--- src/rtl/i2cs_pkg.sv ---
// Types and constants shared by the I2C register transaction sequencer.
// No dependencies.
package i2cs_pkg;

    localparam int WORD_W    = 32;
    localparam int MAX_BYTES = 4;
    localparam int LANES     = WORD_W / 8;
    localparam logic [2:0] CNT_MAX = 3'(MAX_BYTES);

    typedef enum logic [1:0] {
        OP_START = 2'd0,
        OP_ACK   = 2'd1,
        OP_RX    = 2'd2,
        OP_STOP  = 2'd3
    } t_opcode;

    typedef enum logic [2:0] {
        PH_ADDR     = 3'd0,
        PH_REPSTART = 3'd1,
        PH_READ     = 3'd2,
        PH_WRDATA   = 3'd3,
        PH_WAITSTOP = 3'd4
    } t_phase;

    typedef struct packed {
        t_phase              phase;
        logic                busy;
        logic                dir_read;
        logic [2:0]          bytes_left;
        logic [6:0]          target_addr;
        logic [7:0]          target_reg;
        logic [WORD_W-1:0]   word_buffer;
    } t_state;

    typedef struct packed {
        logic                cmd_start;
        logic                cmd_stop;
        logic                cmd_ack;
        logic                cmd_nack;
        logic                tx_valid;
        logic [7:0]          tx_byte;
        logic [WORD_W-1:0]   read_word;
        logic                done_res;
        logic                busy_res;
        logic                seq_error;
    } t_result;

endpackage

--- src/rtl/i2cs_step.sv ---
// Combinational phase update for one bus event or start request.
// Depends on i2cs_pkg.
module i2cs_step import i2cs_pkg::*; (
    input  t_state      i_state,
    input  logic [1:0]  i_opcode,
    input  logic        i_read_mode,
    input  logic [6:0]  i_device_addr,
    input  logic [7:0]  i_reg_addr,
    input  logic [2:0]  i_byte_count,
    input  logic [31:0] i_data_word,
    input  logic [7:0]  i_rx_byte,
    output t_state      o_state,
    output t_result     o_result
);

    // lanes beyond the word read as zero and drop writes
    function automatic logic [7:0] lane_get(logic [WORD_W-1:0] word, logic [2:0] lane);
        logic [7:0] b;
        b = '0;
        if (32'(lane) < LANES) begin
            b = word[32'(lane) * 8 +: 8];
        end
        return b;
    endfunction

    function automatic logic [WORD_W-1:0] lane_put(logic [WORD_W-1:0] word,
                                                   logic [2:0] lane, logic [7:0] b);
        logic [WORD_W-1:0] w;
        w = word;
        if (32'(lane) < LANES) begin
            w[32'(lane) * 8 +: 8] = b;
        end
        return w;
    endfunction

    t_opcode    op;
    logic [2:0] cnt;
    logic [2:0] dec;

    assign op  = t_opcode'(i_opcode);
    assign dec = i_state.bytes_left - 3'd1;

    always_comb begin
        cnt = i_byte_count;
        if (cnt == 3'd0) begin
            cnt = 3'd1;
        end
        if (cnt > CNT_MAX) begin
            cnt = CNT_MAX;
        end
    end

    always_comb begin
        o_state  = i_state;
        o_result = '0;
        if (op == OP_START) begin
            if (i_state.busy) begin
                o_result.seq_error = 1'b1;
            end else begin
                o_state.busy        = 1'b1;
                o_state.dir_read    = i_read_mode;
                o_state.bytes_left  = cnt;
                o_state.target_addr = i_device_addr;
                o_state.target_reg  = i_reg_addr;
                o_state.word_buffer = i_data_word;
                o_state.phase       = PH_ADDR;
                o_result.cmd_start  = 1'b1;
                o_result.tx_valid   = 1'b1;
                o_result.tx_byte    = {i_device_addr, 1'b0};
            end
        end else if (!i_state.busy) begin
            o_result.seq_error = 1'b1;
        end else begin
            unique case (op)
                OP_ACK: begin
                    unique case (i_state.phase)
                        PH_ADDR: begin
                            o_result.tx_valid = 1'b1;
                            o_result.tx_byte  = i_state.target_reg;
                            o_state.phase = i_state.dir_read ? PH_REPSTART : PH_WRDATA;
                        end
                        PH_REPSTART: begin
                            o_result.cmd_start = 1'b1;
                            o_result.tx_valid  = 1'b1;
                            o_result.tx_byte   = {i_state.target_addr, 1'b1};
                            o_state.phase      = PH_READ;
                        end
                        PH_WRDATA: begin
                            o_state.bytes_left = dec;
                            o_result.tx_valid  = 1'b1;
                            o_result.tx_byte   = lane_get(i_state.word_buffer, dec);
                            if (dec == 3'd0) begin
                                o_result.cmd_stop = 1'b1;
                                o_state.phase     = PH_WAITSTOP;
                            end
                        end
                        default: ; // address or last byte acked, nothing to do
                    endcase
                end
                OP_RX: begin
                    if (i_state.phase == PH_READ) begin
                        o_state.bytes_left  = dec;
                        o_state.word_buffer = lane_put(i_state.word_buffer, dec, i_rx_byte);
                        if (dec != 3'd0) begin
                            o_result.cmd_ack = 1'b1;
                        end else begin
                            o_result.cmd_nack = 1'b1;
                            o_result.cmd_stop = 1'b1;
                            o_state.phase     = PH_WAITSTOP;
                        end
                    end else begin
                        o_result.seq_error = 1'b1;
                    end
                end
                OP_STOP: begin
                    if (i_state.phase == PH_WAITSTOP) begin
                        o_state.busy      = 1'b0;
                        o_state.phase     = PH_ADDR;
                        o_result.done_res = 1'b1;
                    end else begin
                        o_result.seq_error = 1'b1;
                    end
                end
                default: ;
            endcase
        end
        o_result.read_word = o_state.word_buffer;
        o_result.busy_res  = o_state.busy;
    end

endmodule

--- src/rtl/i2c_register_transaction_sequencer_unit.sv ---
// I2C register transaction sequencer: top level with state and result registers.
// Depends on i2cs_pkg and i2cs_step.
// The result of an accepted request is in the output register in the next cycle.
// Throughput: one request per cycle; a new request is taken while the output holds
// a result, as long as that result is taken in the same cycle.
// Reset (synchronous, active low): idle, not busy, all state cleared, output empty.
module i2c_register_transaction_sequencer_unit import i2cs_pkg::*; (
    input  logic        i_clk,
    input  logic        i_rst_n,
    input  logic        i_valid,
    output logic        o_ready,
    input  logic [1:0]  i_opcode,
    input  logic        i_read_mode,
    input  logic [6:0]  i_device_addr,
    input  logic [7:0]  i_reg_addr,
    input  logic [2:0]  i_byte_count,
    input  logic [31:0] i_data_word,
    input  logic [7:0]  i_rx_byte,
    output logic        o_valid,
    input  logic        i_ready,
    output logic        o_cmd_start,
    output logic        o_cmd_stop,
    output logic        o_cmd_ack,
    output logic        o_cmd_nack,
    output logic        o_tx_valid,
    output logic [7:0]  o_tx_byte,
    output logic [31:0] o_read_word,
    output logic        o_done_res,
    output logic        o_busy_res,
    output logic        o_seq_error
);

    t_state  r_state;
    t_state  n_state;
    t_result r_result;
    t_result n_result;
    logic    r_out_valid;
    logic    accept;

    assign o_ready = !r_out_valid || i_ready;
    assign accept  = i_valid && o_ready;

    i2cs_step u_step (
        .i_state       (r_state),
        .i_opcode      (i_opcode),
        .i_read_mode   (i_read_mode),
        .i_device_addr (i_device_addr),
        .i_reg_addr    (i_reg_addr),
        .i_byte_count  (i_byte_count),
        .i_data_word   (i_data_word),
        .i_rx_byte     (i_rx_byte),
        .o_state       (n_state),
        .o_result      (n_result)
    );

    always_ff @(posedge i_clk) begin
        if (!i_rst_n) begin
            r_state     <= '{phase: PH_ADDR, default: '0};
            r_out_valid <= 1'b0;
        end else begin
            if (accept) begin
                r_state     <= n_state;
                r_out_valid <= 1'b1;
            end else if (i_ready) begin
                r_out_valid <= 1'b0;
            end
        end
    end

    always_ff @(posedge i_clk) begin
        if (accept) begin
            r_result <= n_result;
        end
    end

    assign o_valid     = r_out_valid;
    assign o_cmd_start = r_result.cmd_start;
    assign o_cmd_stop  = r_result.cmd_stop;
    assign o_cmd_ack   = r_result.cmd_ack;
    assign o_cmd_nack  = r_result.cmd_nack;
    assign o_tx_valid  = r_result.tx_valid;
    assign o_tx_byte   = r_result.tx_byte;
    assign o_read_word = r_result.read_word;
    assign o_done_res  = r_result.done_res;
    assign o_busy_res  = r_result.busy_res;
    assign o_seq_error = r_result.seq_error;

    a_idle_phase: assert property (@(posedge i_clk) disable iff (!i_rst_n)
        !r_state.busy |-> r_state.phase == PH_ADDR)
        else $error("idle sequencer not in address phase");

    a_count_range: assert property (@(posedge i_clk) disable iff (!i_rst_n)
        r_state.bytes_left <= CNT_MAX)
        else $error("byte count above limit");

    a_err_quiet: assert property (@(posedge i_clk) disable iff (!i_rst_n)
        r_out_valid && r_result.seq_error |->
        !(r_result.cmd_start || r_result.cmd_stop || r_result.cmd_ack ||
          r_result.cmd_nack || r_result.tx_valid || r_result.done_res))
        else $error("error result carries a command");

    a_done_idle: assert property (@(posedge i_clk) disable iff (!i_rst_n)
        r_out_valid && r_result.done_res |-> !r_result.busy_res && !r_state.busy)
        else $error("done while still busy");

    a_ack_nack: assert property (@(posedge i_clk) disable iff (!i_rst_n)
        r_out_valid |-> !(r_result.cmd_ack && r_result.cmd_nack))
        else $error("ack and nack together");

endmodule
--- config.mk ---
export PLATFORM = sky130hd
export DESIGN_NAME = i2c_register_transaction_sequencer_unit
export DESIGN_NICKNAME = d
export VERILOG_FILES = /design/src/rtl/i2cs_pkg.sv /design/src/rtl/i2cs_step.sv /design/src/rtl/i2c_register_transaction_sequencer_unit.sv
export SDC_FILE = /design/constraint.sdc
export NUM_CORES = 1
export LEC_CHECK = 0
export BUFFER_PORTS_ARGS = -buffer_cell sky130_fd_sc_hd__buf_2
export CAP_MARGIN = 20
export CORE_MARGIN = 3
export CORE_UTILIZATION = 30
export DETAILED_ROUTE_END_ITERATION = 12
export HOLD_SLACK_MARGIN = 0.15
export SLEW_MARGIN = 20
export SYNTH_ARGS = -nofsm -noshare
export SYNTH_HDL_FRONTEND = slang
export SYNTH_SLANG_ARGS = --single-unit
--- constraint.sdc ---
create_clock -name i_clk -period 4 [get_ports i_clk]
set_input_delay 0.2 -clock i_clk [delete_from_list [all_inputs] [get_ports i_clk]]
set_output_delay 0.2 -clock i_clk [all_outputs]
set_load 0.005 [all_outputs]
After elaboration in Yosys (flattened, before gate mapping). Cells that the tools add are included.

Input port bits: 65. Word-level logic and storage cells: 111. Output and inout port bits: 50. Register bits: 104.

Reduce and logical (&&, ||, !) cells: 18. Shift-type cells: 3. Magnitude comparators: 2. Bitwise logic cells: 4. Multiplexer cells: 50. Eq/ne operators: 14. Add/subtract/negate cells: 2.

Operators by type and width (number): $mux 32 (5); $mux 55 (1); $neg 6->34 (1); $shift 8x34->32 const A (1); $shiftx 8x34->32 (1); $bwmux 32 (1); $shiftx 32x7->8 (1); $mux 3 (10); $mux 9 (3); $pmux 9 s3 (1); $pmux 3 s3 (2); $mux 1 (17); $mux 13 (1); $mux 4 (3); $logic_not 3->1 (3); $reduce_and 9->1 (1); $mux 8 (1); $eq 3x2->1 const B (2); $ne 3x1->1 const B (2); $ne 3x2->1 const B (2); $pmux 3 s2 (1); $reduce_and 6->1 (1); $reduce_bool 3->1 (2); $ne 5x4->1 const B (1); other kinds (22) (29).

Depth between registers and ports, before layout.
Word-level depth: 9. Mapped depth: 11. Mapped depth without buffers: 9.

By module. A second synthesis with hierarchy kept.

Cells, all modules: 648. Area, all modules: 6057.1 sq um.

By module, submodules not included: i2c_register_transaction_sequencer_unit (sequential area each 2562.5 sq um, area an instance 3671.0 sq um, times used 1, cells each 291); i2cs_step (sequential area each 0.0 sq um, area an instance 2386.0 sq um, times used 1, cells each 357).

Worst setup path after synthesis. Ideal clock, no wire load.

Path kind: register -> register. Start: reg r_state[47] (netlist bit). End: reg r_result, in the netlist o_read_word[0] (data pin). Period minus slack after synthesis: 2.734 ns. Path slack: 1.266 ns. Setup time: 0.261 ns. Arrival: 2.473 ns. Data required time: 3.739 ns. Buffers on the path: 2. Cell stages (with the launch flop): 12. Path through: dfxtp_1 inv_1 ha_1 xnor2_2 ha_1 and4b_1 nand4_1 nand2b_1 clkbuf_1 buf_2 o22ai_1 a21oi_1.

RTL lines: from (decl) (line i2c_register_transaction_sequencer_unit.sv:33) `t_state r_state;`; from (signal assigned) (line i2c_register_transaction_sequencer_unit.sv:62) `r_state <= n_state;`; to (signal assigned) (line i2c_register_transaction_sequencer_unit.sv:72) `r_result <= n_result;`; to (decl) (line i2c_register_transaction_sequencer_unit.sv:35) `t_result r_result;`.

==> flow_summary.toml <==
[timing]
finClkSkew_ns = 0.009024
hold_viol_final = 0
rsz0062_at_grt = "no"
slew_headroom = 0.4604
fmax_ghz = 0.3059
min_period_over_period = 0.8173
tns_ns = 0
fin_crit_ns = 3.269
setup_viol = 0
drv_slew = 0
worstMarginPinSlew_ns = 0.8094

[global_route]
grt_usage = 0.1702
grt_pass1_wl_mm = 26.27
grt_pass1_vias = 4568
grt_antenna_before_repair = 1
grt_max_degree = 42
grt-ovfl-total = 0

[worst_hold_path]
hp-class = "in -> reg"
hold_depth = 3

[clock_tree]
hold_buffers = 16
cts-resized-gates = 0
cts_buffers = 9
clock_latency_ns = 0.35
root_buffer = "clkbuf_16"
clkTransAtPathRegs_ns = 0.07
cts_tree = "yes"
htree_levels = 3
clockBufferDepth = 2
clock_sinks = 104
cts_setup_buffers = 0

[placement]
place.gp.congestion = 0.8514
hpwl_mm = 12.07
place_inst = 842
port_buffers = 114

[synthesis]
synthFlopType = "dfxtp_1"
syn_inst = 529
syn-cell-area_um2 = 5449
ys_seq_area_frac = 0.4703
synth_seq_cells = 104
async_reset_ff_frac = 0
synth_cell_types = 55
synth_area_per_cell_um2 = 10.30
synth_top_area_frac = 0.2645
synthesis.nets = 606
yosys_warnings = 0
synth_top_cell_by_area = "edfxtp_1"
synth_area_leaders = "edfxtp_1 26%, dfxtp_1 21%, mux2i_1 5.9%"
synth_edf_count = 48

[worst_setup_path]
crit_fanout = 17
path_class = "reg -> reg"
critical_path_arrival_ns = 3.34
reg2regPathDepth = 11
cp-end-kind = "flop"
start_kind = "flop"
critPathRequiredTime_ns = 4.07

[die]
dieArea_um2 = 19820
fp.coreArea_um2 = 17540
rows = 48
die_y_um = 140.8
die_w_um = 140.8
ios = 115
start_util = 0.3107

[power]
p_leak_nw = 2.693
power.total_mw = 2.492
vdd_drop_max_v = 0.0002378
power_density_nw_per_um2 = 373.5

[finish]
instances_no_fill = 874
final_layout_size_suffix_gt1_frac = 0.2650
utilization = 0.3804
nNetsFinal = 721
antenna_cells = 0
nFillCells = 1773
layout-area-overhead-vs-synth_pct = 22.43

[detailed_routing]
dr.pass1.iters = 5
wl_mm = 16.94
route.detailed.drc = 0
detail_route.wl_per_cell_um = 19.38
vias = 4647
vias_per_cell = 5.317
antenna_left = 0
initialDrtViolationCount = 370

[status]
status = "completed"

[run]
cap_violations = 0
## per-stage QoR
stage	setup WS [ns]	instance area [um2]	hold slack, ns
floorplan	1.266	5449	0.3389
global placement	0.9158	6213	0.4490
detailed placement	0.7817	6213	0.4566
CTS	0.7359	6671	0.1528
global route	0.4487	6671	0.2034
finish	0.7308	6671	0.1470
## per-layer routing
layer  share of wire  wire [um]  track usage
met3           0.080       1363      0.03799
met2            0.46       7739       0.2588
met4           0.016        276      0.05048
met5         0.00041          7            0
met1            0.45       7554       0.2428
## Yosys cell counts (11+ instances only)
cell and count:
mux2i_1 32, edfxtp_1 48, a21boi_0 17, nand3_1 13
o2bb2ai_1 16, o22ai_1 21, nand2_1 80, dfxtp_1 56
nor2b_1 13, nor2_1 32, a21oi_1 25, inv_1 18
a22o_1 24, buf_2 11, clkbuf_1 16, ha_1 12
## report_power, final
part           switching (mW)  internal (mW)
registers              0.0398           1.18
logic                   0.204          0.157
clock network           0.412          0.503
## worst max-delay path: stages (launching register included)
cell and delay, ns:
dfxtp_1 0.31, buf_4 0.23, inv_1 0.14, ha_1 0.26
xnor2_2 0.32, ha_1 0.34, and4b_1 0.27, nand4_1 0.10
buf_4 0.23, nand2b_1 0.46, o22ai_1 0.24, a21oi_1 0.07
## kinds of logic after synthesis
| kind of cell | synth area share |
|---|---|
| xor gates and xnor gates | 0.002986 |
| DFF | 0.4703 |
| and+or+nand+nor | 0.1481 |
| adders and majority gates | 0.02755 |
| AOI/OAI and AO/OA | 0.2147 |
| muxes | 0.09391 |
| buffers and inverters | 0.04248 |
## registers in the layout, indices dropped and copies added (netlist names)
| register | cells |
|---|---|
| o_read_word | 32 |
| o_tx_valid | 1 |
| o_cmd_ack | 1 |
| o_cmd_nack | 1 |
| o_cmd_stop | 1 |
| r_state | 55 |
| o_valid | 1 |
| o_done_res | 1 |
| o_cmd_start | 1 |
| o_busy_res | 1 |
| o_seq_error | 1 |
| o_tx_byte | 8 |
## worst paths after layout
kind | from | to | slack (ns)
min | i_valid | o_valid | 0.15
max | r_state[47] | o_read_word[4] | 0.73
min reg2reg | r_state[36] | r_state[36] | 0.46
max reg2reg | r_state[47] | o_read_word[4] | 0.73
## layout by cell type (no fill, tap or decap), types with 10 or more instances in the layout
| cell type | instances |
|---|---|
| a21o_1 | 10 |
| a21oi_1 | 25 |
| inv_1 | 17 |
| nor2b_1 | 13 |
| dfxtp_1 | 55 |
| buf_2 | 114 |
| dlygate4sd3_1 | 16 |
| buf_4 | 10 |
| o2bb2ai_1 | 16 |
| edfxtp_1 | 48 |
| nand2_1 | 80 |
| o22ai_1 | 21 |
| a22o_1 | 24 |
| a21boi_0 | 17 |
| nand3_1 | 13 |
| ha_1 | 12 |
| nor2_1 | 32 |
| mux2i_1 | 32 |
## cell type report
class	instances	area, um2	area share
clock buffer	11	242.7	0.03638
clock inverter	5	55.05	0.008252
inverter	18	67.56	0.01013
multi-input combinational	371	2655	0.3980
sequential	104	2564	0.3843
tap	225	281.5	0.04220
timing repair buffer	140	805.8	0.1208
Power figures use the tool's default switching activity.
